File: src/sv/riscv_instruction_encoder_core_defines.svh
// Assertion macros shared by the instruction encoder RTL.
`ifndef RISCV_INSTRUCTION_ENCODER_CORE_DEFINES_SVH
`define RISCV_INSTRUCTION_ENCODER_CORE_DEFINES_SVH

// Same-cycle implication, disabled while reset is high.
`define RIE_ASSERT_IMP(label, clk, rst, ante, cons) \
  label: assert property (@(posedge clk) disable iff (rst) (ante) |-> (cons)) \
    else $error("same-cycle implication check failed");

// Next-cycle implication, disabled while reset is high.
`define RIE_ASSERT_NXT(label, clk, rst, ante, cons) \
  label: assert property (@(posedge clk) disable iff (rst) (ante) |=> (cons)) \
    else $error("next-cycle implication check failed");

`endif

File: src/sv/rie_pkg.sv
// Package with the instruction encoder's types, opcode constants and decode table.
package rie_pkg;

  localparam int unsigned CODE_W    = 7;
  localparam int unsigned REG_W     = 5;
  localparam int unsigned IMM_W     = 20;
  localparam int unsigned ADDR_W    = 32;
  localparam int unsigned WORD_W    = 32;
  localparam int unsigned ERR_W     = 2;
  localparam int unsigned NUM_CODES = 74;

  localparam logic [ADDR_W-1:0] PC_RESET = '0;
  localparam logic [ADDR_W-1:0] WORD_BYTES = 32'd4;

  // Error codes carried with every result transaction.
  localparam logic [ERR_W-1:0] ERR_OK        = 2'd0;
  localparam logic [ERR_W-1:0] ERR_RANGE     = 2'd1;
  localparam logic [ERR_W-1:0] ERR_UNKNOWN   = 2'd2;
  localparam logic [ERR_W-1:0] ERR_NEG_SHIFT = 2'd3;

  // Major opcodes.
  localparam logic [6:0] OP_JAL    = 7'b1101111;
  localparam logic [6:0] OP_BRANCH = 7'b1100011;
  localparam logic [6:0] OP_REG    = 7'b0110011;
  localparam logic [6:0] OP_IMM    = 7'b0010011;
  localparam logic [6:0] OP_REG32  = 7'b0111011;
  localparam logic [6:0] OP_IMM32  = 7'b0011011;
  localparam logic [6:0] OP_STORE  = 7'b0100011;
  localparam logic [6:0] OP_LOAD   = 7'b0000011;
  localparam logic [6:0] OP_FENCE  = 7'b0001111;
  localparam logic [6:0] OP_JALR   = 7'b1100111;
  localparam logic [6:0] OP_SYSTEM = 7'b1110011;
  localparam logic [6:0] OP_LUI    = 7'b0110111;
  localparam logic [6:0] OP_AUIPC  = 7'b0010111;
  localparam logic [6:0] OP_NONE   = 7'b0000000;

  localparam logic [6:0] F7_BASE   = 7'b0000000;
  localparam logic [6:0] F7_ALT    = 7'b0100000;
  localparam logic [6:0] F7_MULDIV = 7'b0000001;

  localparam logic [2:0] F3_XOR    = 3'd4;
  localparam logic [11:0] IMM_ONE  = 12'b000000000001;
  localparam logic [WORD_W-1:0] WORD_END = 32'hFFFF_FFFF;

  typedef enum logic [3:0] {
    FMT_J, FMT_B, FMT_L, FMT_R, FMT_P, FMT_S, FMT_I, FMT_SH, FMT_SY, FMT_U, FMT_E
  } fmt_t;

  typedef struct packed {
    fmt_t       fmt;
    logic [6:0] op;
    logic [2:0] f3;
    logic [6:0] f7;
    logic       swap;
  } dec_t;

  // Encoder outcome for one input transaction.
  typedef struct packed {
    logic [1:0]        count;
    logic [WORD_W-1:0] word0;
    logic [ERR_W-1:0]  err;
    logic [WORD_W-1:0] word1;
  } enc_res_t;

  localparam dec_t DEC_TABLE [NUM_CODES] = '{
    '{FMT_J,  OP_JAL,    3'd0, F7_BASE,   1'b0},
    '{FMT_B,  OP_BRANCH, 3'd0, F7_BASE,   1'b0},
    '{FMT_B,  OP_BRANCH, 3'd1, F7_BASE,   1'b0},
    '{FMT_B,  OP_BRANCH, 3'd4, F7_BASE,   1'b0},
    '{FMT_B,  OP_BRANCH, 3'd4, F7_BASE,   1'b1},
    '{FMT_B,  OP_BRANCH, 3'd5, F7_BASE,   1'b0},
    '{FMT_B,  OP_BRANCH, 3'd5, F7_BASE,   1'b1},
    '{FMT_B,  OP_BRANCH, 3'd6, F7_BASE,   1'b0},
    '{FMT_B,  OP_BRANCH, 3'd6, F7_BASE,   1'b1},
    '{FMT_B,  OP_BRANCH, 3'd7, F7_BASE,   1'b0},
    '{FMT_B,  OP_BRANCH, 3'd7, F7_BASE,   1'b1},
    '{FMT_L,  OP_NONE,   3'd0, F7_BASE,   1'b0},
    '{FMT_R,  OP_REG,    3'd0, F7_BASE,   1'b0},
    '{FMT_R,  OP_REG32,  3'd0, F7_BASE,   1'b0},
    '{FMT_R,  OP_REG,    3'd0, F7_ALT,    1'b0},
    '{FMT_R,  OP_REG32,  3'd0, F7_ALT,    1'b0},
    '{FMT_R,  OP_REG,    3'd0, F7_MULDIV, 1'b0},
    '{FMT_R,  OP_REG,    3'd4, F7_MULDIV, 1'b0},
    '{FMT_R,  OP_REG,    3'd6, F7_MULDIV, 1'b0},
    '{FMT_R,  OP_REG,    3'd1, F7_BASE,   1'b0},
    '{FMT_R,  OP_REG32,  3'd1, F7_BASE,   1'b0},
    '{FMT_R,  OP_REG,    3'd5, F7_BASE,   1'b0},
    '{FMT_R,  OP_REG32,  3'd5, F7_BASE,   1'b0},
    '{FMT_R,  OP_REG,    3'd5, F7_ALT,    1'b0},
    '{FMT_R,  OP_REG32,  3'd5, F7_ALT,    1'b0},
    '{FMT_R,  OP_REG,    3'd7, F7_BASE,   1'b0},
    '{FMT_R,  OP_REG,    3'd6, F7_BASE,   1'b0},
    '{FMT_R,  OP_REG,    3'd4, F7_BASE,   1'b0},
    '{FMT_R,  OP_REG,    3'd2, F7_BASE,   1'b0},
    '{FMT_R,  OP_REG,    3'd3, F7_BASE,   1'b0},
    '{FMT_R,  OP_REG,    3'd2, F7_BASE,   1'b1},
    '{FMT_R,  OP_REG,    3'd3, F7_BASE,   1'b1},
    '{FMT_P,  OP_REG,    3'd2, F7_BASE,   1'b1},
    '{FMT_P,  OP_REG,    3'd2, F7_BASE,   1'b0},
    '{FMT_P,  OP_REG,    3'd3, F7_BASE,   1'b1},
    '{FMT_P,  OP_REG,    3'd3, F7_BASE,   1'b0},
    '{FMT_S,  OP_STORE,  3'd0, F7_BASE,   1'b0},
    '{FMT_S,  OP_STORE,  3'd1, F7_BASE,   1'b0},
    '{FMT_S,  OP_STORE,  3'd2, F7_BASE,   1'b0},
    '{FMT_S,  OP_STORE,  3'd3, F7_BASE,   1'b0},
    '{FMT_I,  OP_LOAD,   3'd0, F7_BASE,   1'b0},
    '{FMT_I,  OP_LOAD,   3'd1, F7_BASE,   1'b0},
    '{FMT_I,  OP_LOAD,   3'd2, F7_BASE,   1'b0},
    '{FMT_I,  OP_LOAD,   3'd3, F7_BASE,   1'b0},
    '{FMT_I,  OP_LOAD,   3'd4, F7_BASE,   1'b0},
    '{FMT_I,  OP_LOAD,   3'd5, F7_BASE,   1'b0},
    '{FMT_I,  OP_LOAD,   3'd6, F7_BASE,   1'b0},
    '{FMT_I,  OP_FENCE,  3'd0, F7_BASE,   1'b0},
    '{FMT_I,  OP_FENCE,  3'd1, F7_BASE,   1'b0},
    '{FMT_I,  OP_IMM,    3'd0, F7_BASE,   1'b0},
    '{FMT_I,  OP_IMM32,  3'd0, F7_BASE,   1'b0},
    '{FMT_I,  OP_IMM,    3'd7, F7_BASE,   1'b0},
    '{FMT_I,  OP_IMM,    3'd6, F7_BASE,   1'b0},
    '{FMT_I,  OP_IMM,    3'd4, F7_BASE,   1'b0},
    '{FMT_SH, OP_IMM,    3'd1, F7_BASE,   1'b0},
    '{FMT_SH, OP_IMM,    3'd5, F7_BASE,   1'b0},
    '{FMT_SH, OP_IMM,    3'd5, F7_ALT,    1'b0},
    '{FMT_SH, OP_IMM32,  3'd1, F7_BASE,   1'b0},
    '{FMT_SH, OP_IMM32,  3'd5, F7_BASE,   1'b0},
    '{FMT_SH, OP_IMM32,  3'd5, F7_ALT,    1'b0},
    '{FMT_I,  OP_IMM,    3'd2, F7_BASE,   1'b0},
    '{FMT_I,  OP_IMM,    3'd3, F7_BASE,   1'b0},
    '{FMT_I,  OP_JALR,   3'd0, F7_BASE,   1'b0},
    '{FMT_SY, OP_SYSTEM, 3'd0, 7'd0,      1'b0},
    '{FMT_SY, OP_SYSTEM, 3'd0, 7'd1,      1'b0},
    '{FMT_I,  OP_SYSTEM, 3'd1, F7_BASE,   1'b0},
    '{FMT_I,  OP_SYSTEM, 3'd2, F7_BASE,   1'b0},
    '{FMT_I,  OP_SYSTEM, 3'd3, F7_BASE,   1'b0},
    '{FMT_I,  OP_SYSTEM, 3'd5, F7_BASE,   1'b0},
    '{FMT_I,  OP_SYSTEM, 3'd6, F7_BASE,   1'b0},
    '{FMT_I,  OP_SYSTEM, 3'd7, F7_BASE,   1'b0},
    '{FMT_U,  OP_LUI,    3'd0, F7_BASE,   1'b0},
    '{FMT_U,  OP_AUIPC,  3'd0, F7_BASE,   1'b0},
    '{FMT_E,  OP_NONE,   3'd0, F7_BASE,   1'b0}
  };

endpackage

File: src/sv/rie_enc.sv
// Combinational instruction encoder: decode lookup, range checks and field packing.
module rie_enc (
  input  logic [rie_pkg::CODE_W-1:0]  code,
  input  logic [rie_pkg::REG_W-1:0]   rd,
  input  logic [rie_pkg::REG_W-1:0]   ra,
  input  logic [rie_pkg::REG_W-1:0]   rb,
  input  logic [rie_pkg::IMM_W-1:0]   imm,
  input  logic [rie_pkg::ADDR_W-1:0]  tgt,
  input  logic [rie_pkg::ADDR_W-1:0]  pc,
  output rie_pkg::enc_res_t           res
);

  rie_pkg::dec_t             dec;
  logic                      known;
  logic signed [rie_pkg::ADDR_W:0] off;
  logic                      jal_ok;
  logic                      br_ok;
  logic                      imm12_ok;
  logic [rie_pkg::REG_W-1:0] f1;
  logic [rie_pkg::REG_W-1:0] f2;
  logic [rie_pkg::WORD_W-1:0] word;
  logic [rie_pkg::ERR_W-1:0] err;

  assign known = (code < rie_pkg::CODE_W'(rie_pkg::NUM_CODES));
  assign dec   = rie_pkg::DEC_TABLE[code];

  // Offset is taken without wrap, so one extra bit holds its sign.
  assign off = $signed({1'b0, tgt}) - $signed({1'b0, pc});

  // An offset or immediate fits when all bits above the field agree with its sign.
  assign jal_ok   = (&off[rie_pkg::ADDR_W:20]) || !(|off[rie_pkg::ADDR_W:20]);
  assign br_ok    = (&off[rie_pkg::ADDR_W:12]) || !(|off[rie_pkg::ADDR_W:12]);
  assign imm12_ok = (&imm[rie_pkg::IMM_W-1:11]) || !(|imm[rie_pkg::IMM_W-1:11]);

  // Swapped compares exchange the two source register fields.
  assign f2 = dec.swap ? ra : rb;
  assign f1 = dec.swap ? rb : ra;

  always_comb begin
    word      = '0;
    err       = rie_pkg::ERR_OK;
    res.count = 2'd1;
    res.word1 = {rie_pkg::IMM_ONE, rd, rie_pkg::F3_XOR, rd, rie_pkg::OP_IMM};
    unique case (dec.fmt)
      rie_pkg::FMT_J: begin
        if (!jal_ok) begin
          err = rie_pkg::ERR_RANGE;
        end else begin
          word = {off[20], off[10:1], off[11], off[19:12], rd, dec.op};
        end
      end
      rie_pkg::FMT_B: begin
        if (!br_ok) begin
          err = rie_pkg::ERR_RANGE;
        end else begin
          word = {off[12], off[10:5], f2, f1, dec.f3, off[4:1], off[11], dec.op};
        end
      end
      rie_pkg::FMT_L: begin
        res.count = 2'd0;
      end
      rie_pkg::FMT_R: begin
        word = {dec.f7, f2, f1, dec.f3, rd, dec.op};
      end
      rie_pkg::FMT_P: begin
        // Compare into rd, then invert it with xori rd, rd, 1.
        res.count = 2'd2;
        word = {rie_pkg::F7_BASE, f2, f1, dec.f3, rd, dec.op};
      end
      rie_pkg::FMT_S: begin
        if (!imm12_ok) begin
          err = rie_pkg::ERR_RANGE;
        end else begin
          word = {imm[11:5], rb, ra, dec.f3, imm[4:0], dec.op};
        end
      end
      rie_pkg::FMT_I: begin
        if (!imm12_ok) begin
          err = rie_pkg::ERR_RANGE;
        end else begin
          word = {imm[11:0], ra, dec.f3, rd, dec.op};
        end
      end
      rie_pkg::FMT_SH: begin
        if (imm[rie_pkg::IMM_W-1]) begin
          err = rie_pkg::ERR_NEG_SHIFT;
        end else if (|imm[rie_pkg::IMM_W-2:5]) begin
          err = rie_pkg::ERR_RANGE;
        end else begin
          word = {dec.f7, imm[4:0], ra, dec.f3, rd, dec.op};
        end
      end
      rie_pkg::FMT_SY: begin
        word = {5'd0, dec.f7, ra, dec.f3, rd, dec.op};
      end
      rie_pkg::FMT_U: begin
        word = {imm, rd, dec.op};
      end
      rie_pkg::FMT_E: begin
        word = rie_pkg::WORD_END;
      end
      default: begin
        err = rie_pkg::ERR_UNKNOWN;
      end
    endcase
    if (!known) begin
      res.count = 2'd1;
      err       = rie_pkg::ERR_UNKNOWN;
      word      = '0;
    end
    res.err   = err;
    res.word0 = word;
  end

endmodule

File: src/sv/riscv_instruction_encoder_core.sv
// Top level of the instruction encoder: input register, program counter and result staging.
// The encoder takes one instruction transaction per cycle on the item channel unless
// item_stall is high, and returns encoded 32-bit words on the word channel, each tagged
// with the address it occupies. An accepted transaction sits in an input register while
// the encoder packs it against the current program counter; the result then moves into an
// output register. Ordinary instructions, the end marker and every error case give one word
// each and go back to back unless the word port stalls. The set-less-or-equal and
// set-greater-or-equal pseudo-ops give two words; the second waits in a holding register
// and goes out, at the pace the word port sets, before the next instruction is encoded.
// A label marker gives no word and leaves the program counter alone. The program counter
// starts at zero after reset, advances by four per word (also for error words) and wraps
// at 2^32. A word with a nonzero error code always carries an all-zero machine word.
`include "riscv_instruction_encoder_core_defines.svh"

module riscv_instruction_encoder_core (
  input  logic                         clk,
  input  logic                         rst,
  // Item channel.
  input  logic                         item_valid,
  output logic                         item_stall,
  input  logic [rie_pkg::CODE_W-1:0]   req_type,
  input  logic [rie_pkg::REG_W-1:0]    dest_reg,
  input  logic [rie_pkg::REG_W-1:0]    src_reg_a,
  input  logic [rie_pkg::REG_W-1:0]    src_reg_b,
  input  logic signed [rie_pkg::IMM_W-1:0] immediate,
  input  logic [rie_pkg::ADDR_W-1:0]   target_address,
  // Word channel.
  output logic                         word_valid,
  input  logic                         word_stall,
  output logic [rie_pkg::ADDR_W-1:0]   word_address,
  output logic [rie_pkg::WORD_W-1:0]   machine_word,
  output logic [rie_pkg::ERR_W-1:0]    error_code,
  output logic                         last_word
);

  // Input register.
  logic                        s1_valid;
  logic [rie_pkg::CODE_W-1:0]  s1_code;
  logic [rie_pkg::REG_W-1:0]   s1_rd;
  logic [rie_pkg::REG_W-1:0]   s1_ra;
  logic [rie_pkg::REG_W-1:0]   s1_rb;
  logic [rie_pkg::IMM_W-1:0]   s1_imm;
  logic [rie_pkg::ADDR_W-1:0]  s1_tgt;

  // Program counter.
  logic [rie_pkg::ADDR_W-1:0]  pc;
  logic [rie_pkg::ADDR_W-1:0]  pc_next;
  logic [rie_pkg::ADDR_W-1:0]  pc_step;

  // Holding register for the second word of a two-word expansion.
  logic                        hold_valid;
  logic [rie_pkg::ADDR_W-1:0]  hold_addr;
  logic [rie_pkg::WORD_W-1:0]  hold_word;

  rie_pkg::enc_res_t           enc;
  logic                        item_take;
  logic                        out_free;
  logic                        s1_consume;
  logic                        hold_drain;

  rie_enc u_enc (
    .code (s1_code),
    .rd   (s1_rd),
    .ra   (s1_ra),
    .rb   (s1_rb),
    .imm  (s1_imm),
    .tgt  (s1_tgt),
    .pc   (pc),
    .res  (enc)
  );

  // The output register frees up when it is empty or its transaction is taken this cycle.
  assign out_free   = !word_valid || !word_stall;
  // A pending second word goes out before the next instruction is encoded.
  assign hold_drain = out_free && hold_valid;
  assign s1_consume = out_free && !hold_valid && s1_valid;
  // The input register refills in the same cycle that it drains.
  assign item_stall = s1_valid && !s1_consume;
  assign item_take  = item_valid && !item_stall;

  always_comb begin
    unique case (enc.count)
      2'd2:    pc_step = rie_pkg::WORD_BYTES + rie_pkg::WORD_BYTES;
      2'd1:    pc_step = rie_pkg::WORD_BYTES;
      default: pc_step = '0;
    endcase
    pc_next = s1_consume ? (pc + pc_step) : pc;
  end

  always_ff @(posedge clk) begin
    if (rst) begin
      s1_valid <= 1'b0;
    end else if (item_take) begin
      s1_valid <= 1'b1;
    end else if (s1_consume) begin
      s1_valid <= 1'b0;
    end
  end

  always_ff @(posedge clk) begin
    if (item_take) begin
      s1_code <= req_type;
      s1_rd   <= dest_reg;
      s1_ra   <= src_reg_a;
      s1_rb   <= src_reg_b;
      s1_imm  <= immediate;
      s1_tgt  <= target_address;
    end
  end

  always_ff @(posedge clk) begin
    if (rst) begin
      pc <= rie_pkg::PC_RESET;
    end else begin
      pc <= pc_next;
    end
  end

  // Control for the output and holding registers.
  always_ff @(posedge clk) begin
    if (rst) begin
      word_valid <= 1'b0;
      hold_valid <= 1'b0;
    end else if (hold_drain) begin
      word_valid <= 1'b1;
      hold_valid <= 1'b0;
    end else if (out_free) begin
      word_valid <= s1_consume && (enc.count != 2'd0);
      hold_valid <= s1_consume && (enc.count == 2'd2);
    end
  end

  // Payload of the output and holding registers.
  always_ff @(posedge clk) begin
    if (hold_drain) begin
      word_address <= hold_addr;
      machine_word <= hold_word;
      error_code   <= rie_pkg::ERR_OK;
      last_word    <= 1'b1;
    end else if (s1_consume) begin
      word_address <= pc;
      machine_word <= enc.word0;
      error_code   <= enc.err;
      last_word    <= (enc.count != 2'd2);
      hold_addr    <= pc + rie_pkg::WORD_BYTES;
      hold_word    <= enc.word1;
    end
  end

  // A pending second word always sits behind a first word that has not gone out yet.
  `RIE_ASSERT_IMP(a_hold_behind_out, clk, rst, hold_valid, word_valid)
  // An error result never carries a nonzero machine word.
  `RIE_ASSERT_IMP(a_err_word_zero, clk, rst, word_valid && (error_code != rie_pkg::ERR_OK), machine_word == '0)
  // The second word of an expansion ends its instruction and carries no error.
  `RIE_ASSERT_NXT(a_hold_is_last, clk, rst, hold_drain, word_valid && last_word && (error_code == rie_pkg::ERR_OK))
  // The counter moves only when an instruction leaves the input register.
  `RIE_ASSERT_NXT(a_pc_hold, clk, rst, !s1_consume, pc == $past(pc))
  // The input side never stalls while the input register is empty.
  `RIE_ASSERT_IMP(a_no_idle_stall, clk, rst, !s1_valid, !item_stall)

endmodule
File: config.mk
export PLATFORM = sky130hd
export DESIGN_NAME = riscv_instruction_encoder_core
export DESIGN_NICKNAME = d
export VERILOG_FILES = /design/src/sv/rie_pkg.sv /design/src/sv/rie_enc.sv /design/src/sv/riscv_instruction_encoder_core.sv
export VERILOG_INCLUDE_DIRS = /design/src /design/src/sv
export SDC_FILE = /design/constraint.sdc
export NUM_CORES = 1
export LEC_CHECK = 0
export ABC_CLOCK_PERIOD_IN_PS = 11900
export BUFFER_PORTS_ARGS = -buffer_cell sky130_fd_sc_hd__buf_4
export CORE_MARGIN = 2
export CORE_UTILIZATION = 65
export DETAILED_ROUTE_END_ITERATION = 8
export PLACE_DENSITY = 0.84
export SLEW_MARGIN = 20
export SYNTH_ARGS = -nofsm -noshare
export SYNTH_HDL_FRONTEND = slang
export SYNTH_HIERARCHICAL = 1
export SYNTH_SLANG_ARGS = --single-unit
File: constraint.sdc
create_clock -name clk -period 11.9 [get_ports clk]
set_input_delay 3.57 -clock clk [delete_from_list [all_inputs] [get_ports clk]]
set_output_delay 3.57 -clock clk [all_outputs]
set_load 0.02 [all_outputs]
---- After elaboration in Yosys (flattened, before gate mapping) ----
Memories as Yosys holds them, arrays and structs flattened.
Cells that the tools add are included.
word-level totals
  register bits ........................... 218
  output and inout bits ................... 69
  memories kept ........................... 1
  input bits .............................. 78
  memory bits (read-only) ................. 2,816
cells by class
  mux-type cells .......................... 30
  magnitude comparators ................... 2
  add/subtract/negate cells ............... 3
  bitwise logic cells ..................... 2
  reductions and logical operators ........ 35
  equal/unequal tests ..................... 13
memory list
  name             words  bits a word  read ports  clocked after memory_dff  wr ports  line           source
  (no name shown)  128    22           1           0                         0         rie_enc.sv:25  assign dec = rie_pkg::DEC_TABLE[code];
operator list
  cell                   number
  $mux 32                10
  $pmux 32 s10           1
  $mux 22                2
  $sub 32x32->33         1
  $add 32x3->32 const B  1
  $add 32x32->32         1
  $reduce_and 21->1      1
  $reduce_or 21->1       1
  $mux 20                1
  $eq 4x3->1 const B     4
  $reduce_or 14->1       1
  $reduce_and 13->1      1
  $reduce_or 13->1       1
  $eq 4x4->1 const B     3
  $mux 5                 2
  $pmux 2 s5             1
  $reduce_and 9->1       1
  $reduce_or 9->1        1
  $eq 4x2->1 const B     2
  $ge 8x8->1 const B     1
  $logic_not 1->1        8
  $mux 1                 8
  $not 7->8              1
  $pmux 4 s2             1
  15 further kinds       30

---- Longest topological paths before layout ----
  word-level depth ........................ 11
  mapped depth ............................ 18
  depth with buffers taken out ............ 16

---- Modules after synthesis ----
The synthesis kept the hierarchy.
by module, submodules not included
  module                          times used  area each (µm²)  cells an instance  seq. area each (µm²)
  riscv_instruction_encoder_core  1           8,843.5          544                6,666.4
  rie_enc                         1           4,728.3          738                0.0

---- Least setup slack after synthesis ----
Ideal clock, no wire load.
  path type ............................... input port to flip-flop
  start point ............................. input word_stall
  end point ............................... register s1_code[0] (netlist name), enable pin
  path buffers ............................ 0
  stages on the path ...................... 3
  path slack .............................. 4.114 ns
  data required time ...................... 11.386 ns
  arrival ................................. 7.272 ns
  library setup time ...................... 0.514 ns
  path through ............................ a21o_1 and2_1 nor2b_1
on the way
  word-level cells in the longest chain between the ends .. 8
ends and longest elaborated chain
  item                            line                                   source
  start: declaration              riscv_instruction_encoder_core.sv:29   input logic word_stall,
  $logic_not 1->1                 riscv_instruction_encoder_core.sv:73   assign out_free = !word_valid || !word_stall;
  $logic_or 1x1->1                riscv_instruction_encoder_core.sv:73
  $logic_and 1x1->1 (2 in a row)  riscv_instruction_encoder_core.sv:76   assign s1_consume = out_free && !hold_valid && s1_valid;
  $logic_not 1->1                 riscv_instruction_encoder_core.sv:78   assign item_stall = s1_valid && !s1_consume;
  $logic_and 1x1->1               riscv_instruction_encoder_core.sv:78
  via item_stall                  riscv_instruction_encoder_core.sv:20   output logic item_stall,
  $logic_not 1->1                 riscv_instruction_encoder_core.sv:79   assign item_take = item_valid && !item_stall;
  $logic_and 1x1->1               riscv_instruction_encoder_core.sv:79
  via item_take                   riscv_instruction_encoder_core.sv:56   logic item_take;
  end signal: assignment          riscv_instruction_encoder_core.sv:102  s1_code <= req_type;
  end: declaration                riscv_instruction_encoder_core.sv:38   logic [rie_pkg::CODE_W-1:0] s1_code;
The timed path passes the listed nets, and every way through them passes these cells.
A chain may end at the register's enable or synchronous reset.

---- Final worst setup path ----
  start point ............................. input word_stall
  end point ............................... output item_stall
on the way
  word-level cells in the longest chain between the ends .. 6
ends and longest elaborated chain
  item                            line
  $logic_not 1->1                 riscv_instruction_encoder_core.sv:73
  $logic_or 1x1->1                riscv_instruction_encoder_core.sv:73
  $logic_and 1x1->1 (2 in a row)  riscv_instruction_encoder_core.sv:76
  $logic_not 1->1                 riscv_instruction_encoder_core.sv:78
  $logic_and 1x1->1               riscv_instruction_encoder_core.sv:78
  end: declaration                riscv_instruction_encoder_core.sv:20
Every way passes these cells.

==> summary.txt <==
Logic synthesis
  – Top post-synthesis cells by area: edfxtp_1 44%, dfxtp_1 5.3%, mux2_2 5.0%
  – Ys Warns: 6
  – Syn avg cell area: 10.6 µm²
  – Post-synthesis cell type count: 95
  – Post-synth EDFFs: 198
  – Yosys top cell area share: 43.8%
  – Post-synthesis cell count: 1282
  – Sequential-to-total area share from yosys stat: 49.1%
  – Main flop type after synthesis: edfxtp_1
  – Fraction of registers with async set/reset: 0%
  – Yosys top cell by area: edfxtp_1
  – Commonest cells in the netlist: 198 x edfxtp_1, 115 x nand2_1, 93 x nor2_1
  – Yosys reg bits: 234
  – Most common cell in the netlist: edfxtp_1
  – Synthesized area: 13600 µm²

Final layout
  – ANT cells: 0
  – Final Util: 75.8%
  – Area Overhead vs Synth: 13.8%
  – Register Area: 6670 µm²
  – Layout fillers: 1348
  – Share of cells above drive strength 1: 21.6%
  – Final Cell Area: 15400 µm²
  – # nets final: 1500
  – Multi-input gate area: 6260 µm²

Timing
  – TNS Setup: 0 ns
  – Worst Clk Skew: 0.0147 ns
  – Max Fclk: 127 MHz
  – Final period utilization: 66.0%
  – Slew @ Worst Pin: 1.02 ns
  – Final hold vios: 0
  – Clock period minus worst slack: 7.85 ns
  – Final Max Slew Viols: 0
  – RSZ-0062 raised after global routing: false
  – Final setup violation count: 0
  – Rel. slew slack: 31.8%

Routing
  – # DRC: 0
  – Total number of vias: 10800
  – 1st-iter DRT viols: 984
  – Avg WL per Cell: 21.3 µm
  – First-pass DRT Iterations: 5
  – DRT antenna net count: 0
  – WL final: 35500 µm
  – Vias per inst: 6.50

GRT
  – Largest net degree at the start of global routing: 75
  – GRT Resource Usage Total: 31.9%
  – Number of global-route vias before repair: 10400
  – First-pass GRT wire length: 55500 µm
  – Initial antenna violation count: 0
  – GRT overflow: 0

Critical path
  – R2r setup slk: 6.64 ns
  – Reg2reg start: s1_code[1]
  – Arr. time, crit path: 4.28 ns
  – Worst-case reg-to-reg path depth: 15
  – WP buf/inv: 2
  – CP Capture Type: primary output
  – CP Launch Type: input pin
  – FF-to-FF End: pc[20]
  – Crit path kind: in -> out
  – Most used cell, CP: buf_4
  – Worst Path Max Fanout: 3
  – Crit-path max cell delay: 0.21 ns
  – Critical Path RT: 8.33 ns
  – Crit-path slowest cell: and2_1
  – Largest delay share family, worst path: buffers and inverters
  – Crit path cell chain: buf_4 -> a21o_1 -> and2_1 -> buf_4

Outcome
  – Run status: complete, no violations

CTS
  – CTS H-tree depth: 1
  – Post-CTS Resized: 0
  – Clock root buffer master: clkbuf_16
  – Post-CTS Hold Buffers: 0
  – Clock buffer depth: 3
  – CTS tree: built
  – Clock Latency Late Sink: 0.55 ns
  – Post-CTS setup buffers: 0
  – Reg clk slew, reported paths: 0.06 ns
  – Clock buffer count from CTS: 25
  – Clock sink total: 234

Die
  – Die W: 148 µm
  – Die Area: 22100 µm²
  – Top Ports: 147
  – Initial Utilization: 66.6%
  – Core area: 20400 µm²
  – Height of the chip: 148 µm
  – Cell Rows: 52

Min path
  – Worst Hold Depth: 2
  – Hold EP: error_code[0]
  – Hold Startpoint: error_code[0]
  – Worst min-delay path class: reg -> reg

Power
  – Worst VDD drop: 0.116 mV
  – Part of the power in registers: 47.4%
  – Clock Power Share: 39.3%
  – Leakage: 5.81 nW
  – Switch Pwr: 0.517 mW
  – PD cells: 131 nW/µm²
  – Int Pwr: 1.50 mW
  – Switching Share: 25.6%
  – Comb power frac: 13.4%

Placed design
  – Area after DPL: 14600 µm²
  – PortBufs: 144
  – Placer Congestion: 0.915
  – Detail Placement HPWL: 24300 µm

Job
  – Max-cap violation count: 0
## layout make-up
cell class / count / area share (%)
Sequential cell: 234 / 43.2
Clock inverter: 14 / 1.10
Clock buffer: 30 / 4.30
Inverter: 50 / 1.22
Timing Repair Buffer: 154 / 7.49
Multi-Input combinational cell: 914 / 40.5
Tap cell: 270 / 2.19
## worst reg2reg max path, cell delays in order (launching register included)
cell and delay, ns:
edfxtp_1 0.59, inv_1 0.26, ha_1 0.37, nand2b_1 0.16
a211o_1 0.35, nand2b_1 0.18, a31oi_2 0.47, nand2_1 0.15
nor2_1 0.41, nor2_1 0.15, nor2b_1 0.38, fa_1 0.31
nand4_1 0.56, nor4_1 0.55, xnor2_1 0.20, nor2_1 0.07
## stage by stage
stage | worst slack (ns) | hold slack (ns) | power [mW] | cells
after global placement | 4.05 | 0.468 | 1.23 | 1622
after global routing | 4.03 | 0.501 | 2.08 | 1666
after floorplan | 4.11 | 0.484 | 1.15 | 1305
final | 4.05 | 0.483 | 2.02 | 1666
after CTS | 4.05 | 0.484 | 2.02 | 1666
after detailed placement | 4.05 | 0.475 | 1.24 | 1622
## flip-flops by register name (all words and copies together), names as in the netlist, 2 cells and up
register / flops
machine_word: 32
s1_rb: 5
s1_imm: 20
word_address: 30
s1_tgt: 32
pc: 30
hold_word: 32
s1_ra: 5
s1_code: 7
s1_rd: 5
error_code: 2
hold_addr: 30
## cells by family (layout without fill, tap and decap cells)
family,Yosys count,in the layout,synth area share [%]
buffers and inverters,157,248,5.57
flip-flops,234,234,49.1
multiplexers,73,73,6.03
adder cells (fa/ha/maj),43,43,4.07
other,3,26,0.0830
XOR/XNOR,77,77,5.02
AND/OR/NAND/NOR,400,400,14.9
AO/OA/AOI/OAI,295,295,15.2
## worst max path at each step
stage,startpoint,endpoint,depth (start not counted)
2_1_floorplan,word_stall,s1_code[0],3
3_3_place_gp,word_stall,item_stall,4
3_5_place_dp,word_stall,item_stall,4
4_1_cts,word_stall,item_stall,4
5_1_grt,word_stall,item_stall,4
6_report,word_stall,item_stall,4
## cell usage in the layout (no fill, tap or decap), types with 7 or more instances in the layout
master     instances
a31oi_1           17
a221o_1           14
nand3_1           29
xnor2_1           36
o211ai_1           9
xor2_1            40
a211oi_1           9
mux2_2            60
conb_1            26
nor2b_1           13
o21ai_0           48
or3_1              9
nor4_1            17
and2_1             9
o21a_1             7
a21o_1            14
nand4_1           30
nand2_1          115
inv_1             47
or2_2             12
a21oi_1           76
dfxtp_1           36
a221oi_1           9
nor3_1            23
nand2b_1           8
clkbuf_16         25
mux2i_1           12
edfxtp_1         198
ha_1              41
o221ai_1          12
nor2_1            92
o21ai_1            8
buf_4            154
## per-layer routing
metal / routed length [µm] / vias to the layer above / global-route usage, %
li1: - / 4936 / -
met1: 13800 / 5157 / 42.4
met2: 17100 / 629 / 52.8
met3: 3160 / 111 / 4.97
met4: 1430 / 0 / 12.7
met5: 0 / - / 0
## power groups by stage
stage	clock network (mW)	registers (mW)	logic [mW]
2_1_floorplan	0	0.980	0.170
3_3_place_gp	0	0.973	0.256
3_5_place_dp	0	0.973	0.262
4_1_cts	0.801	0.957	0.264
5_1_grt	0.832	0.960	0.290
6_report	0.793	0.957	0.270
No activity file was read; power rests on OpenSTA's default activity.
